<file path="src/design/plcs_pkg.sv">
package plcs_pkg;

  // Default grey-level width; the top level can override it from 8 to 16.
  localparam int PIXEL_BITS_DEF = 8;

  // Configuration bus: four 32-bit registers at byte addresses 0, 4, 8 and 12.
  localparam int APB_DATA_BITS = 32;
  localparam int APB_ADDR_BITS = 4;
  localparam int REG_IDX_BITS = 2;

  typedef enum logic [REG_IDX_BITS-1:0] {
    REG_IN_KNEE_LOW   = 2'd0,
    REG_OUT_KNEE_LOW  = 2'd1,
    REG_IN_KNEE_HIGH  = 2'd2,
    REG_OUT_KNEE_HIGH = 2'd3
  } reg_idx_t;

endpackage

</file>
<file path="src/design/plcs_setup.sv">
module plcs_setup #(
  parameter int PIXEL_BITS = plcs_pkg::PIXEL_BITS_DEF
) (
  input  logic                  clk,
  input  logic                  rst,
  input  logic                  in_valid,
  output logic                  in_ready,
  input  logic [PIXEL_BITS-1:0] pixel,
  input  logic [PIXEL_BITS-1:0] r1,
  input  logic [PIXEL_BITS-1:0] s1,
  input  logic [PIXEL_BITS-1:0] r2,
  input  logic [PIXEL_BITS-1:0] s2,
  output logic                  out_valid,
  input  logic                  out_ready,
  output logic [PIXEL_BITS-1:0] mul_a0,
  output logic [PIXEL_BITS-1:0] mul_b0,
  output logic [PIXEL_BITS-1:0] mul_a1,
  output logic [PIXEL_BITS-1:0] mul_b1,
  output logic [PIXEL_BITS-1:0] width
);
  import plcs_pkg::*;

  localparam logic [PIXEL_BITS-1:0] MAXV = '1;
  localparam logic [PIXEL_BITS-1:0] ONE  = PIXEL_BITS'(1);
  localparam logic [PIXEL_BITS-1:0] ZERO = '0;

  logic [PIXEL_BITS-1:0] a0_next, b0_next, a1_next, b1_next, width_next;

  // Each segment becomes a0*b0 + a1*b1 over a width. A segment of zero width
  // is turned into its end value times one, divided by one.
  always_comb begin
    if (pixel <= r1) begin
      a1_next = ZERO;
      b1_next = ZERO;
      a0_next = s1;
      if (r1 == ZERO) begin
        b0_next    = ONE;
        width_next = ONE;
      end else begin
        b0_next    = pixel;
        width_next = r1;
      end
    end else if (pixel <= r2) begin
      if (r2 == r1) begin
        a0_next    = s2;
        b0_next    = ONE;
        a1_next    = ZERO;
        b1_next    = ZERO;
        width_next = ONE;
      end else begin
        a0_next    = s1;
        b0_next    = r2 - pixel;
        a1_next    = s2;
        b1_next    = pixel - r1;
        width_next = r2 - r1;
      end
    end else begin
      if (r2 == MAXV) begin
        a0_next    = MAXV;
        b0_next    = ONE;
        a1_next    = ZERO;
        b1_next    = ZERO;
        width_next = ONE;
      end else begin
        a0_next    = s2;
        b0_next    = MAXV - pixel;
        a1_next    = MAXV;
        b1_next    = pixel - r2;
        width_next = MAXV - r2;
      end
    end
  end

  assign in_ready = !out_valid || out_ready;

  always_ff @(posedge clk) begin
    if (rst) begin
      out_valid <= 1'b0;
    end else if (in_ready) begin
      out_valid <= in_valid;
    end
  end

  always_ff @(posedge clk) begin
    if (in_ready && in_valid) begin
      mul_a0 <= a0_next;
      mul_b0 <= b0_next;
      mul_a1 <= a1_next;
      mul_b1 <= b1_next;
      width  <= width_next;
    end
  end

endmodule

</file>
<file path="src/design/plcs_mul.sv">
module plcs_mul #(
  parameter int PIXEL_BITS = plcs_pkg::PIXEL_BITS_DEF
) (
  input  logic                    clk,
  input  logic                    rst,
  input  logic                    in_valid,
  output logic                    in_ready,
  input  logic [PIXEL_BITS-1:0]   a0,
  input  logic [PIXEL_BITS-1:0]   b0,
  input  logic [PIXEL_BITS-1:0]   a1,
  input  logic [PIXEL_BITS-1:0]   b1,
  input  logic [PIXEL_BITS-1:0]   width_in,
  output logic                    out_valid,
  input  logic                    out_ready,
  output logic [2*PIXEL_BITS-1:0] num,
  output logic [PIXEL_BITS-1:0]   width
);
  import plcs_pkg::*;

  logic [2*PIXEL_BITS-1:0] prod0, prod1, num_next;

  assign prod0 = {{PIXEL_BITS{1'b0}}, a0} * {{PIXEL_BITS{1'b0}}, b0};
  assign prod1 = {{PIXEL_BITS{1'b0}}, a1} * {{PIXEL_BITS{1'b0}}, b1};
  // The sum is at most MAXV times the width, so it never carries out.
  assign num_next = prod0 + prod1;

  assign in_ready = !out_valid || out_ready;

  always_ff @(posedge clk) begin
    if (rst) begin
      out_valid <= 1'b0;
    end else if (in_ready) begin
      out_valid <= in_valid;
    end
  end

  always_ff @(posedge clk) begin
    if (in_ready && in_valid) begin
      num   <= num_next;
      width <= width_in;
    end
  end

endmodule

</file>
<file path="src/design/plcs_div.sv">
module plcs_div #(
  parameter int PIXEL_BITS = plcs_pkg::PIXEL_BITS_DEF
) (
  input  logic                    clk,
  input  logic                    rst,
  input  logic                    in_valid,
  output logic                    in_ready,
  input  logic [2*PIXEL_BITS-1:0] num,
  input  logic [PIXEL_BITS-1:0]   width,
  output logic                    out_valid,
  input  logic                    out_ready,
  output logic [PIXEL_BITS-1:0]   quotient
);
  import plcs_pkg::*;

  localparam int STAGES = PIXEL_BITS;

  // One quotient bit per stage, restoring division. The numerator is below
  // width * 2^PIXEL_BITS, so its upper half already sits below the width.
  logic                  vld [STAGES];
  logic                  rdy [STAGES];
  logic [PIXEL_BITS-1:0] lo  [STAGES];
  logic [PIXEL_BITS-1:0] rem [STAGES-1];
  logic [PIXEL_BITS-1:0] wd  [STAGES-1];

  for (genvar k = 0; k < STAGES; k++) begin : g_stage
    logic [PIXEL_BITS-1:0] src_rem, src_lo, src_w;
    logic                  src_v, dn_rdy, take;
    logic [PIXEL_BITS:0]   trial;

    if (k == 0) begin : g_first
      assign src_rem = num[2*PIXEL_BITS-1:PIXEL_BITS];
      assign src_lo  = num[PIXEL_BITS-1:0];
      assign src_w   = width;
      assign src_v   = in_valid;
    end else begin : g_next
      assign src_rem = rem[k-1];
      assign src_lo  = lo[k-1];
      assign src_w   = wd[k-1];
      assign src_v   = vld[k-1];
    end

    if (k == STAGES-1) begin : g_last
      assign dn_rdy = out_ready;
    end else begin : g_mid
      assign dn_rdy = rdy[k+1];
    end

    assign trial  = {src_rem, src_lo[PIXEL_BITS-1]};
    assign take   = trial >= {1'b0, src_w};
    assign rdy[k] = !vld[k] || dn_rdy;

    always_ff @(posedge clk) begin
      if (rst) begin
        vld[k] <= 1'b0;
      end else if (rdy[k]) begin
        vld[k] <= src_v;
      end
    end

    always_ff @(posedge clk) begin
      if (rdy[k] && src_v) begin
        lo[k] <= {src_lo[PIXEL_BITS-2:0], take};
      end
    end

    if (k < STAGES-1) begin : g_keep
      logic [PIXEL_BITS:0] diff;

      assign diff = trial - {1'b0, src_w};

      always_ff @(posedge clk) begin
        if (rdy[k] && src_v) begin
          rem[k] <= take ? diff[PIXEL_BITS-1:0] : trial[PIXEL_BITS-1:0];
          wd[k]  <= src_w;
        end
      end
    end
  end

  assign in_ready  = rdy[0];
  assign out_valid = vld[STAGES-1];
  assign quotient  = lo[STAGES-1];

endmodule

</file>
<file path="src/design/piecewise_linear_contrast_stretch_unit.sv">
// Piecewise linear contrast stretch: maps each grey pixel through the line
// (0,0) - (r1,s1) - (r2,s2) - (MAXV,MAXV), truncating each segment value.
//
// Pixels enter on in_valid/in_ready/pixel_in and leave on
// out_valid/out_ready/pixel_out, one result per input transfer, in order.
// The knee points are set through the APB port: in_knee_low at 0x0,
// out_knee_low at 0x4, in_knee_high at 0x8, out_knee_high at 0xC. They are
// to be changed only while no pixel is in flight.
//
// The pipeline has one stage that selects the segment, one that forms the
// weighted sum with two multipliers, and a divider with one stage per
// quotient bit that finishes the result. A new pixel can be taken every
// cycle while the output is not stalled.
//
// Reset (rst, synchronous) empties the pipeline and sets the knees to
// (0,0) and (MAXV,MAXV), the identity map. When out_ready is low the stages
// fill up behind the output and in_ready drops only once all are full; no
// transfer is lost or repeated.
module piecewise_linear_contrast_stretch_unit #(
  parameter int PIXEL_BITS = plcs_pkg::PIXEL_BITS_DEF
) (
  input  logic                               clk,
  input  logic                               rst,
  input  logic                               psel,
  input  logic                               penable,
  input  logic                               pwrite,
  input  logic [plcs_pkg::APB_ADDR_BITS-1:0] paddr,
  input  logic [plcs_pkg::APB_DATA_BITS-1:0] pwdata,
  output logic [plcs_pkg::APB_DATA_BITS-1:0] prdata,
  output logic                               pready,
  input  logic                               in_valid,
  output logic                               in_ready,
  input  logic [PIXEL_BITS-1:0]              pixel_in,
  output logic                               out_valid,
  input  logic                               out_ready,
  output logic [PIXEL_BITS-1:0]              pixel_out
);
  import plcs_pkg::*;

  localparam logic [PIXEL_BITS-1:0] MAXV = '1;

  logic [PIXEL_BITS-1:0] in_knee_low, out_knee_low, in_knee_high, out_knee_high;
  logic [PIXEL_BITS-1:0] read_val;
  reg_idx_t              reg_idx;
  logic                  wr_en;

  assign pready  = 1'b1;
  assign reg_idx = reg_idx_t'(paddr[APB_ADDR_BITS-1:2]);
  assign wr_en   = psel && penable && pwrite;

  always_ff @(posedge clk) begin
    if (rst) begin
      in_knee_low   <= '0;
      out_knee_low  <= '0;
      in_knee_high  <= MAXV;
      out_knee_high <= MAXV;
    end else if (wr_en) begin
      case (reg_idx)
        REG_IN_KNEE_LOW:   in_knee_low   <= pwdata[PIXEL_BITS-1:0];
        REG_OUT_KNEE_LOW:  out_knee_low  <= pwdata[PIXEL_BITS-1:0];
        REG_IN_KNEE_HIGH:  in_knee_high  <= pwdata[PIXEL_BITS-1:0];
        REG_OUT_KNEE_HIGH: out_knee_high <= pwdata[PIXEL_BITS-1:0];
        default: ;
      endcase
    end
  end

  always_comb begin
    case (reg_idx)
      REG_IN_KNEE_LOW:   read_val = in_knee_low;
      REG_OUT_KNEE_LOW:  read_val = out_knee_low;
      REG_IN_KNEE_HIGH:  read_val = in_knee_high;
      REG_OUT_KNEE_HIGH: read_val = out_knee_high;
      default:           read_val = '0;
    endcase
  end

  assign prdata = {{(APB_DATA_BITS-PIXEL_BITS){1'b0}}, read_val};

  logic                    setup_valid, setup_ready;
  logic [PIXEL_BITS-1:0]   a0, b0, a1, b1, setup_width;
  logic                    mul_valid, mul_ready;
  logic [2*PIXEL_BITS-1:0] mul_num;
  logic [PIXEL_BITS-1:0]   mul_width;

  plcs_setup #(.PIXEL_BITS(PIXEL_BITS)) u_setup (
    .clk       (clk),
    .rst       (rst),
    .in_valid  (in_valid),
    .in_ready  (in_ready),
    .pixel     (pixel_in),
    .r1        (in_knee_low),
    .s1        (out_knee_low),
    .r2        (in_knee_high),
    .s2        (out_knee_high),
    .out_valid (setup_valid),
    .out_ready (setup_ready),
    .mul_a0    (a0),
    .mul_b0    (b0),
    .mul_a1    (a1),
    .mul_b1    (b1),
    .width     (setup_width)
  );

  plcs_mul #(.PIXEL_BITS(PIXEL_BITS)) u_mul (
    .clk       (clk),
    .rst       (rst),
    .in_valid  (setup_valid),
    .in_ready  (setup_ready),
    .a0        (a0),
    .b0        (b0),
    .a1        (a1),
    .b1        (b1),
    .width_in  (setup_width),
    .out_valid (mul_valid),
    .out_ready (mul_ready),
    .num       (mul_num),
    .width     (mul_width)
  );

  // The quotient never exceeds MAXV, so it is already saturated.
  plcs_div #(.PIXEL_BITS(PIXEL_BITS)) u_div (
    .clk       (clk),
    .rst       (rst),
    .in_valid  (mul_valid),
    .in_ready  (mul_ready),
    .num       (mul_num),
    .width     (mul_width),
    .out_valid (out_valid),
    .out_ready (out_ready),
    .quotient  (pixel_out)
  );

  // The pipeline is empty right after reset.
  a_empty_after_reset: assert property (@(posedge clk) !rst && $past(rst) |-> !out_valid)
    else $error("result valid right after reset");

  // Input back-pressure only arises from a stalled, full output.
  a_stall_source: assert property (@(posedge clk) disable iff (rst)
    !in_ready |-> out_valid && !out_ready)
    else $error("input stalled while the output side can move");

  // Right after reset the high knee registers hold their identity reset
  // value MAXV, never random register state.
  a_knees_reset: assert property (@(posedge clk)
    !rst && $past(rst) |-> in_knee_high == MAXV && out_knee_high == MAXV)
    else $error("knee registers not at their reset values");

endmodule

</file>
<file path="config.mk">
export PLATFORM = sky130hd
export DESIGN_NAME = piecewise_linear_contrast_stretch_unit
export DESIGN_NICKNAME = d
export VERILOG_FILES = /design/src/design/plcs_pkg.sv /design/src/design/plcs_setup.sv /design/src/design/plcs_mul.sv /design/src/design/plcs_div.sv /design/src/design/piecewise_linear_contrast_stretch_unit.sv
export SDC_FILE = /design/constraint.sdc
export NUM_CORES = 1
export LEC_CHECK = 0
export BUFFER_PORTS_ARGS = -buffer_cell sky130_fd_sc_hd__buf_2
export CORE_MARGIN = 1
export CORE_UTILIZATION = 45
export CTS_CLUSTER_DIAMETER = 50
export DETAILED_ROUTE_END_ITERATION = 10
export PLACE_DENSITY = 0.63
export REMOVE_ABC_BUFFERS = 1
export SLEW_MARGIN = 20
export SYNTH_ARGS = -nofsm -noshare
export SYNTH_HDL_FRONTEND = slang
export SYNTH_HIERARCHICAL = 1
export SYNTH_SLANG_ARGS = --single-unit
export TNS_END_PERCENT = 100
</file>
<file path="constraint.sdc">
create_clock -name clk -period 7.8 [get_ports clk]
set_input_delay 1.17 -clock clk [delete_from_list [all_inputs] [get_ports clk]]
set_output_delay 1.17 -clock clk [all_outputs]
set_load 0.01 [all_outputs]
</file>
==> results by group, run 1 <==
Detailed routing
  • DR WL met3: 1430 um
  • Routed len/inst: 16.7 um
  • DRT Pass-1 Iters: 5
  • Post-Route WL: slightly below 40000 um
  • Total number of vias: 12342
  • Met1 WL: 15800 um
  • Antenna-violating nets left: 0
  • Post-DR vias/cell: 5.27
  • WL met2: 20600 um
  • DRC: 0
  • DR iter-0 viols: between 500 and 600
  • Highest routed layer: met4

CTS
  • Clock latency on the worst-skew pair: 0.55 ns
  • CTS H-Tree Depth: 2
  • Register clock-pin slew on the reported worst setup and hold paths: 0.06 ns
  • Clock Sinks: 282
  • Post-CTS Resized: 0
  • CTS tree: built
  • Clock Path Buffers: 3
  • Setup Buffers After CTS: 0
  • Clk root buf: clkbuf_16
  • CTS Buf Count: 37
  • Cts hold-fix bufs: 0

Floorplan
  • Die Span Y: 209 um
  • IO Pins: 94
  • Initial Utilization: 45.8%
  • Die span in x: 209 um
  • CORE AREA: 0.0421 mm2
  • Std-Cell Rows: 75
  • Die area: 0.0437 mm2

Critical path
  • Crit-path max FO: 8
  • CP Launch Type: flop
  • Critical Path RT: roughly 8.2 ns
  • Worst EP arrival: 6.18 ns
  • CP Capture Type: flop
  • Kind of critical path: reg2reg

STA
  • Least-Margin Pin Slew: 1.05 ns
  • Worst Skew: 0.0318 ns
  • Rel. slew slack: 29.7%
  • RSZ-0062 raised after global routing: no
  • Fmax: 172 MHz
  • Period minus WS final: 5.80 ns
  • Final Hold Viols: 0
  • Setup TNS: 0 ns
  • Final setup viols: 0
  • Fin crit share: between 70 and 80%
  • Max Slew Vio Count: 0

Cells and area
  • Antenna diodes: 0
  • Post-layout util: between 50% and 60%
  • Most common cell after layout, fill and taps aside: inv_1
  • Area grow syn2layout: 10.2%
  • Fin nets: 2091
  • Final Non-Filler Cells: 2343
  • Most frequent cells in the layout: inv_1, edfxtp_1, ha_1
  • Share of cells above drive strength 1: between 10% and 20%
  • Fillers: 3678

Power and ir drop
  • Power density cells: 323 mW/mm2
  • LEAKAGE: 9.11 nW
  • Peak supply drop: 0.478 mV
  • Total power: approximately 6.9 mW

Global routing
  • GRT Util Overall: 18.5%
  • Vias in the first global route: 12815
  • Initial antenna violation count: 0
  • Largest net degree at the start of global routing: 67
  • Wire length of the first global-routing pass: roughly 64000 um
  • Global route total overflow: 0

Placement
  • Post-Place Cells: 2274
  • Routability cong.: just under 0.9
  • I/O Buffers: 42
  • Post-DP HPWL: around 30000 um

Hold path
  • Class of the worst hold path: reg2reg

Status
  • Status: completed

Yosys
  • Cell variety after synth: 84
  • Post-synth EDFFs: roughly 250
  • Async SR Flop Fraction: 0%
  • Ys flop type: edfxtp_1
  • Post-synthesis cell count: 1723
  • FF+latch count, synth: 282
  • Syn Std Cell Area: 0.0193 mm2
  • Ys Warns: 6
  • Avg Synthesized Cell Area: 11.2 um2
  • Seq/Total Area, Yosys: approximately 42%

Job
  • Max-cap violations: 0
-- registers in the layout (all words and copies together) (netlist names), 16 cells and up --
register   flops
u_div/lo      64
u_div/rem     56
u_div/wd      56
u_mul/num     16
-- cells by family after synthesis --
family | after synthesis | share of synthesized area (%)
adder cells (fa/ha/maj) | 265 | 21.3
XOR/XNOR | 61 | 2.77
flip-flops | 282 | 42.1
multiplexers | 86 | 5.24
other | 2 | 0.0389
AND/OR/NAND/NOR | 451 | 12.4
buffers and inverters | 321 | 6.92
AO/OA/AOI/OAI | 255 | 9.24
-- area by class of cell --
cell class	instances	area (um2)	area share [%]
multi-input combinational	1143	9940	46.8
sequential	282	8130	38.2
inverter	265	997	4.69
clock buffer	42	966	4.54
tap	539	674	3.17
clock inverter	26	308	1.45
timing repair buffer	46	248	1.17
-- routing by layer --
| metal | global-route usage, % | vias up |
|---|---|---|
| li1 | - | 6006 |
| met1 | 21.2 | 6009 |
| met2 | 34.1 | 247 |
| met3 | 3.19 | 80 |
| met4 | 7.40 | 0 |
| met5 | 0 | - |
-- power by group --
| group | switching (mW) | internal (mW) |
|---|---|---|
| sequential | 0.0809 | 1.88 |
| combinational | 1.84 | 1.33 |
| clock | 0.679 | 1.05 |
-- critical path, cell delays in order (launching register included) --
cell	delay, ns
edfxtp_1	0.54
and2_1	0.24
fa_1	0.55
inv_1	0.06
fa_1	0.53
inv_1	0.05
fa_1	0.51
fa_1	0.44
fa_1	0.54
inv_1	0.05
fa_1	0.54
inv_1	0.04
ha_1	0.32
a21o_1	0.27
and2_4	0.17
a31o_1	0.19
or4_1	0.40
a32oi_1	0.19
-- metrics by stage --
step | hold slack (ns) | area [um2] | worst slack, ns
floorplan | 0.400 | 19000 | 2.40
finish | 0.414 | 21300 | 2.00
detailed placement | 0.405 | 20000 | 2.03
global placement | 0.401 | 20000 | 2.08
global route | 0.418 | 21300 | 1.75
CTS | 0.412 | 21200 | 1.99
-- cell usage after synthesis (10+ instances only) --
cell | number | share of area, %
a21oi_1 | 76 | 2.0
and2_1 | 94 | 3.0
nand2b_1 | 37 | 1.2
nand3_1 | 10 | 0.26
dfxtp_1 | 34 | 3.5
nand4_1 | 18 | 0.58
nor2_1 | 96 | 1.9
inv_1 | 264 | 5.1
ha_1 | 159 | 10
mux2_2 | 21 | 1.2
mux2i_1 | 52 | 2.7
fa_1 | 106 | 11
o21a_1 | 18 | 0.70
xnor2_1 | 41 | 1.9
edfxtp_1 | 248 | 39
and3_1 | 10 | 0.32
clkbuf_1 | 13 | 0.25
buf_4 | 28 | 1.1
nand2_1 | 97 | 1.9
a21o_1 | 32 | 1.2
nor2b_1 | 25 | 0.81
buf_2 | 13 | 0.34
xor2_1 | 20 | 0.91
o21ai_0 | 33 | 0.86
nor3_1 | 16 | 0.41
a211oi_1 | 11 | 0.43
-- path summary, 6_finish.rpt --
check	start	end	slack [ns]	cells past startpoint
worst max register to register	u_setup/mul_a0[4]$_DFFE_PP_	u_mul/num[15]$_DFFE_PP_	2.00	17
worst max-delay path	u_setup/mul_a0[4]$_DFFE_PP_	u_mul/num[15]$_DFFE_PP_	2.00	17
worst min register to register	u_div/lo[1][20]$_DFFE_PP_	u_div/lo[1][29]$_DFFE_PP_	0.41	0
worst min-delay path	u_div/lo[1][20]$_DFFE_PP_	u_div/lo[1][29]$_DFFE_PP_	0.41	0
(Power assumes the default switching activity.)
==> run 2: changes to the inputs <==
--- a/config.mk
+++ b/config.mk
@@ -5,12 +5,13 @@
 export SDC_FILE = /design/constraint.sdc
 export NUM_CORES = 1
 export LEC_CHECK = 0
+export ABC_AREA = 1
 export BUFFER_PORTS_ARGS = -buffer_cell sky130_fd_sc_hd__buf_2
 export CORE_MARGIN = 1
 export CORE_UTILIZATION = 45
 export CTS_CLUSTER_DIAMETER = 50
 export DETAILED_ROUTE_END_ITERATION = 10
-export PLACE_DENSITY = 0.63
+export PLACE_DENSITY = 0.65
 export REMOVE_ABC_BUFFERS = 1
 export SLEW_MARGIN = 20
 export SYNTH_ARGS = -nofsm -noshare
==> constraint.sdc (replaced) <==
create_clock -name clk -period 5 [get_ports clk]
set_input_delay 0.75 -clock clk [delete_from_list [all_inputs] [get_ports clk]]
set_output_delay 0.75 -clock clk [all_outputs]
set_load 0.01 [all_outputs]
==> run 2 against run 1 <==
The run now ends with setup timing left. Fmax is 15% higher. Via count grew 26%. First-iteration DRC count rose by 57%. Synthesized cell count increased by 42%. Die area is 7.7% higher. Clock-buffer cell count shrank 1. Design area rose by 11%. Register-to-register slack got worse by 2.1 ns. Global-route usage up 1.5 points. Routed wire length increased by 17%. Utilization increased by 1.4 points. Critical endpoint unchanged.
==> results by group, run 2 <==
STA
  • Final Hold Viols: 0 (unchanged)
  • Setup TNS: -0.103 ns (-0.103 ns)
  • Max Slew Vio Count: 0 (unchanged)
  • Period minus WS final: 5.05 ns (-0.750 ns)
  • Least-Margin Pin Slew: 0.982 ns (-0.0724 ns)
  • RSZ-0062 raised after global routing: yes
  • Final setup viols: 3 (+3)
  • Fmax: 198 MHz (+15%)
  • Fin crit share: 101% (+27 points)
  • Worst Skew: 0.0460 ns (+0.0143 ns)
  • Rel. slew slack: 34.5% (+4.8 points)
  • Final WS setup: -0.0509 ns (-2.05 ns)

Yosys
  • Ys flop type: edfxtp_1
  • Post-synth EDFFs: 248 (unchanged)
  • Synth area leader: edfxtp_1
  • Async SR Flop Fraction: 0% (unchanged)
  • Ys Warns: 6 (unchanged)
  • Cell variety after synth: 45 (-46%)
  • Seq/Total Area, Yosys: 39.1% (-3.0 points)
  • Area share of the largest cell type after synthesis: 35.8% (-2.8 points)
  • Cell with the most instances after synthesis: nand2_1
  • Avg Synthesized Cell Area: 8.50 um2 (-24%)
  • Post-synthesis cell count: 2447 (+42%)
  • List of most frequent post-synthesis cells: nand2_1, inv_1, edfxtp_1, nand3_1, ha_1
  • FF+latch count, synth: 282 (unchanged)
  • Syn Std Cell Area: 0.0208 mm2 (+7.8%)
  • Largest cells by area after synthesis: edfxtp_1, nand2_1, fa_1, ha_1, inv_1

CTS
  • Clk root buf: clkbuf_16
  • CTS Buf Count: 37 (unchanged)
  • Register clock-pin slew on the reported worst setup and hold paths: 0.06 ns (about the same)
  • Clock Path Buffers: 3 (unchanged)
  • CTS H-Tree Depth: 2 (unchanged)
  • CTS tree: built
  • Clock Sinks: 282 (unchanged)
  • Clock latency on the worst-skew pair: 0.59 ns (+0.04 ns)
  • Cts hold-fix bufs: 0 (unchanged)

Critical path
  • Critical Path RT: 5.29 ns (-2.89 ns)
  • CP Capture Type: flop
  • Crit-path max FO: 4 (-4)
  • Kind of critical path: reg2reg
  • Worst EP arrival: 5.34 ns (-0.84 ns)
  • CP Launch Type: flop
  • R2R Setup Slk: -0.05 ns (-2.05 ns)

Cells and area
  • Most common cell after layout, fill and taps aside: nand2_1
  • Share of cells above drive strength 1: 14.1% (+3.8 points)
  • Register name with the most flops: u_div/lo
  • Area grow syn2layout: 13.3%
  • Post-layout util: 51.8% (+1.4 points)
  • Antenna diodes: 0 (unchanged)
  • Largest registers: u_div/lo x64, u_div/rem x56, u_div/wd x56
  • Max reg flops: 64 (unchanged)
  • Fin nets: 2863 (+37%)
  • Most frequent cells in the layout: nand2_1, inv_1, edfxtp_1

Floorplan
  • Die span in x: 217 um (+3.8%)
  • Std-Cell Rows: 78 (+4.0%)
  • IO Pins: 94 (unchanged)
  • CORE AREA: 0.0455 mm2 (+7.9%)
  • Initial Utilization: 45.8% (-0.059 points)
  • Die Span Y: 217 um (+3.8%)
  • Die area: 0.0471 mm2 (+7.7%)

Placement
  • Post-DP HPWL: 36100 um (+19%)
  • Routability cong.: 0.911 (+2.8%)
  • Minimum setup slack after placement: -0.228 ns (-2.26 ns)
  • I/O Buffers: 42 (unchanged)

Power and ir drop
  • LEAKAGE: 11.9 nW (+31%)
  • Power density cells: 589 mW/mm2 (+83%)
  • Total power: 13.9 mW (+100%)
  • Peak supply drop: 1.25 mV (+160%)

Detailed routing
  • DR iter-0 viols: 849 (+57%)
  • DRT Pass-1 Iters: 5 (unchanged)
  • DRC: 0 (unchanged)
  • Routed len/inst: 14.4 um (-14%)
  • Post-Route WL: 45700 um (+17%)
  • Total number of vias: 15527 (+26%)
  • Antenna-violating nets left: 0 (unchanged)
  • Post-DR vias/cell: 4.89 (-7.2%)

Status
  • Failing checks: setup timing
  • Status: finished with violations

Job
  • Max-cap violations: 0 (unchanged)

Global routing
  • Global route total overflow: 0 (unchanged)
  • Wire length of the first global-routing pass: 75500 um (+18%)
  • Initial antenna violation count: 1 (+1)
  • GRT Util Overall: 20.0% (+1.5 points)
  • Vias in the first global route: 15643 (+22%)
  • Largest net degree at the start of global routing: 41 (-39%)

Hold path
  • Class of the worst hold path: reg2reg
==> run 2: cell types whose count changed in the layout (fill, tap and decap cells not counted), moves of 19 or more <==
cell,previous run,this run
xnor2_1,41,15
nand2b_1,37,0
nand3_1,10,165
mux2i_1,52,0
a21o_1,32,0
a21oi_1,75,56
mux2_2,21,0
nor2b_1,24,0
and2_1,89,0
nand2_1,97,717
buf_4,3,61
inv_1,264,478
inv_2,0,27
nand2_2,1,56
==> run 2: through the flow <==
step           hold WS (ns)  instances  area, um2
6_report              0.404       3175      23600
3_5_place_dp          0.405       3083      21800
2_1_floorplan         0.400       2392      20400
3_3_place_gp          0.401       3083      21800
5_1_grt               0.424       3175      23600
4_1_cts               0.415       3163      23200
==> run 2: layer usage <==
metal | part of all wire, % | global-route usage (%) | vias to the layer above
met5 | 0.028 | 0 | -
met4 | 3.7 | 8.83 | 2
met3 | 4.4 | 3.13 | 87
met2 | 51 | 36.2 | 294
met1 | 41 | 23.4 | 7340
li1 | - | - | 7804
==> run 2: area by class of cell <==
class	instances	area, um2
inverters	507	1910
multi-input cells	1603	10800
repair buffers	116	815
fillers	4191	21900
flip-flops and latches	282	8130
clock inverters	26	254
well taps	600	751
clock buffers	41	941
==> run 2: power breakdown <==
group / switching, mW / leakage [nW] / internal, mW
Combinational: 4.61 / 8.79 / 3.66
Sequential: 0.110 / 2.59 / 2.95
Clock: 1.06 / 0.572 / 1.49
==> run 2: final timing paths <==
path         cells past startpoint                             from                         to
max                             20  u_setup/mul_b1[3]$_SDFFCE_PP0P_    u_mul/num[15]$_DFFE_PP_
max reg2reg                     20  u_setup/mul_b1[3]$_SDFFCE_PP0P_    u_mul/num[15]$_DFFE_PP_
min reg2reg                      0         u_div/lo[0][8]$_DFFE_PP_  u_div/lo[0][17]$_DFFE_PP_
min                              0         u_div/lo[0][8]$_DFFE_PP_  u_div/lo[0][17]$_DFFE_PP_
==> run 2: kinds of logic after synthesis <==
family,count (synthesis),synth area share (%)
adders and majority gates,265,19.8
DFF,282,39.1
other,2,0.0361
and+or+nand+nor,1163,24.8
buffers and inverters,585,11.4
AOI/OAI and AO/OA,112,3.38
xor gates and xnor gates,38,1.60
==> run 2: critical path, stage by stage, from the launching register on <==
cell and delay, ns:
edfxtp_1 0.48, buf_4 0.16, buf_6 0.09, nand2_1 0.06
fa_2 0.37, fa_1 0.54, inv_1 0.06, fa_2 0.59
fa_2 0.43, fa_1 0.50, inv_2 0.04, fa_1 0.54
inv_2 0.04, ha_4 0.29, nand2_2 0.07, inv_2 0.07
nand2_2 0.06, nor3_2 0.17, nand2_2 0.08, nand3_2 0.07
nand2_1 0.05
==> run 2: timing repair <==
| action | in CTS | in global routing |
|---|---|---|
| buffers inserted | 14 | 12 |
| pin swaps | 49 | 40 |
| setup endpoints to repair | 9 | 10 |
| gates resized for setup | 30 | 82 |
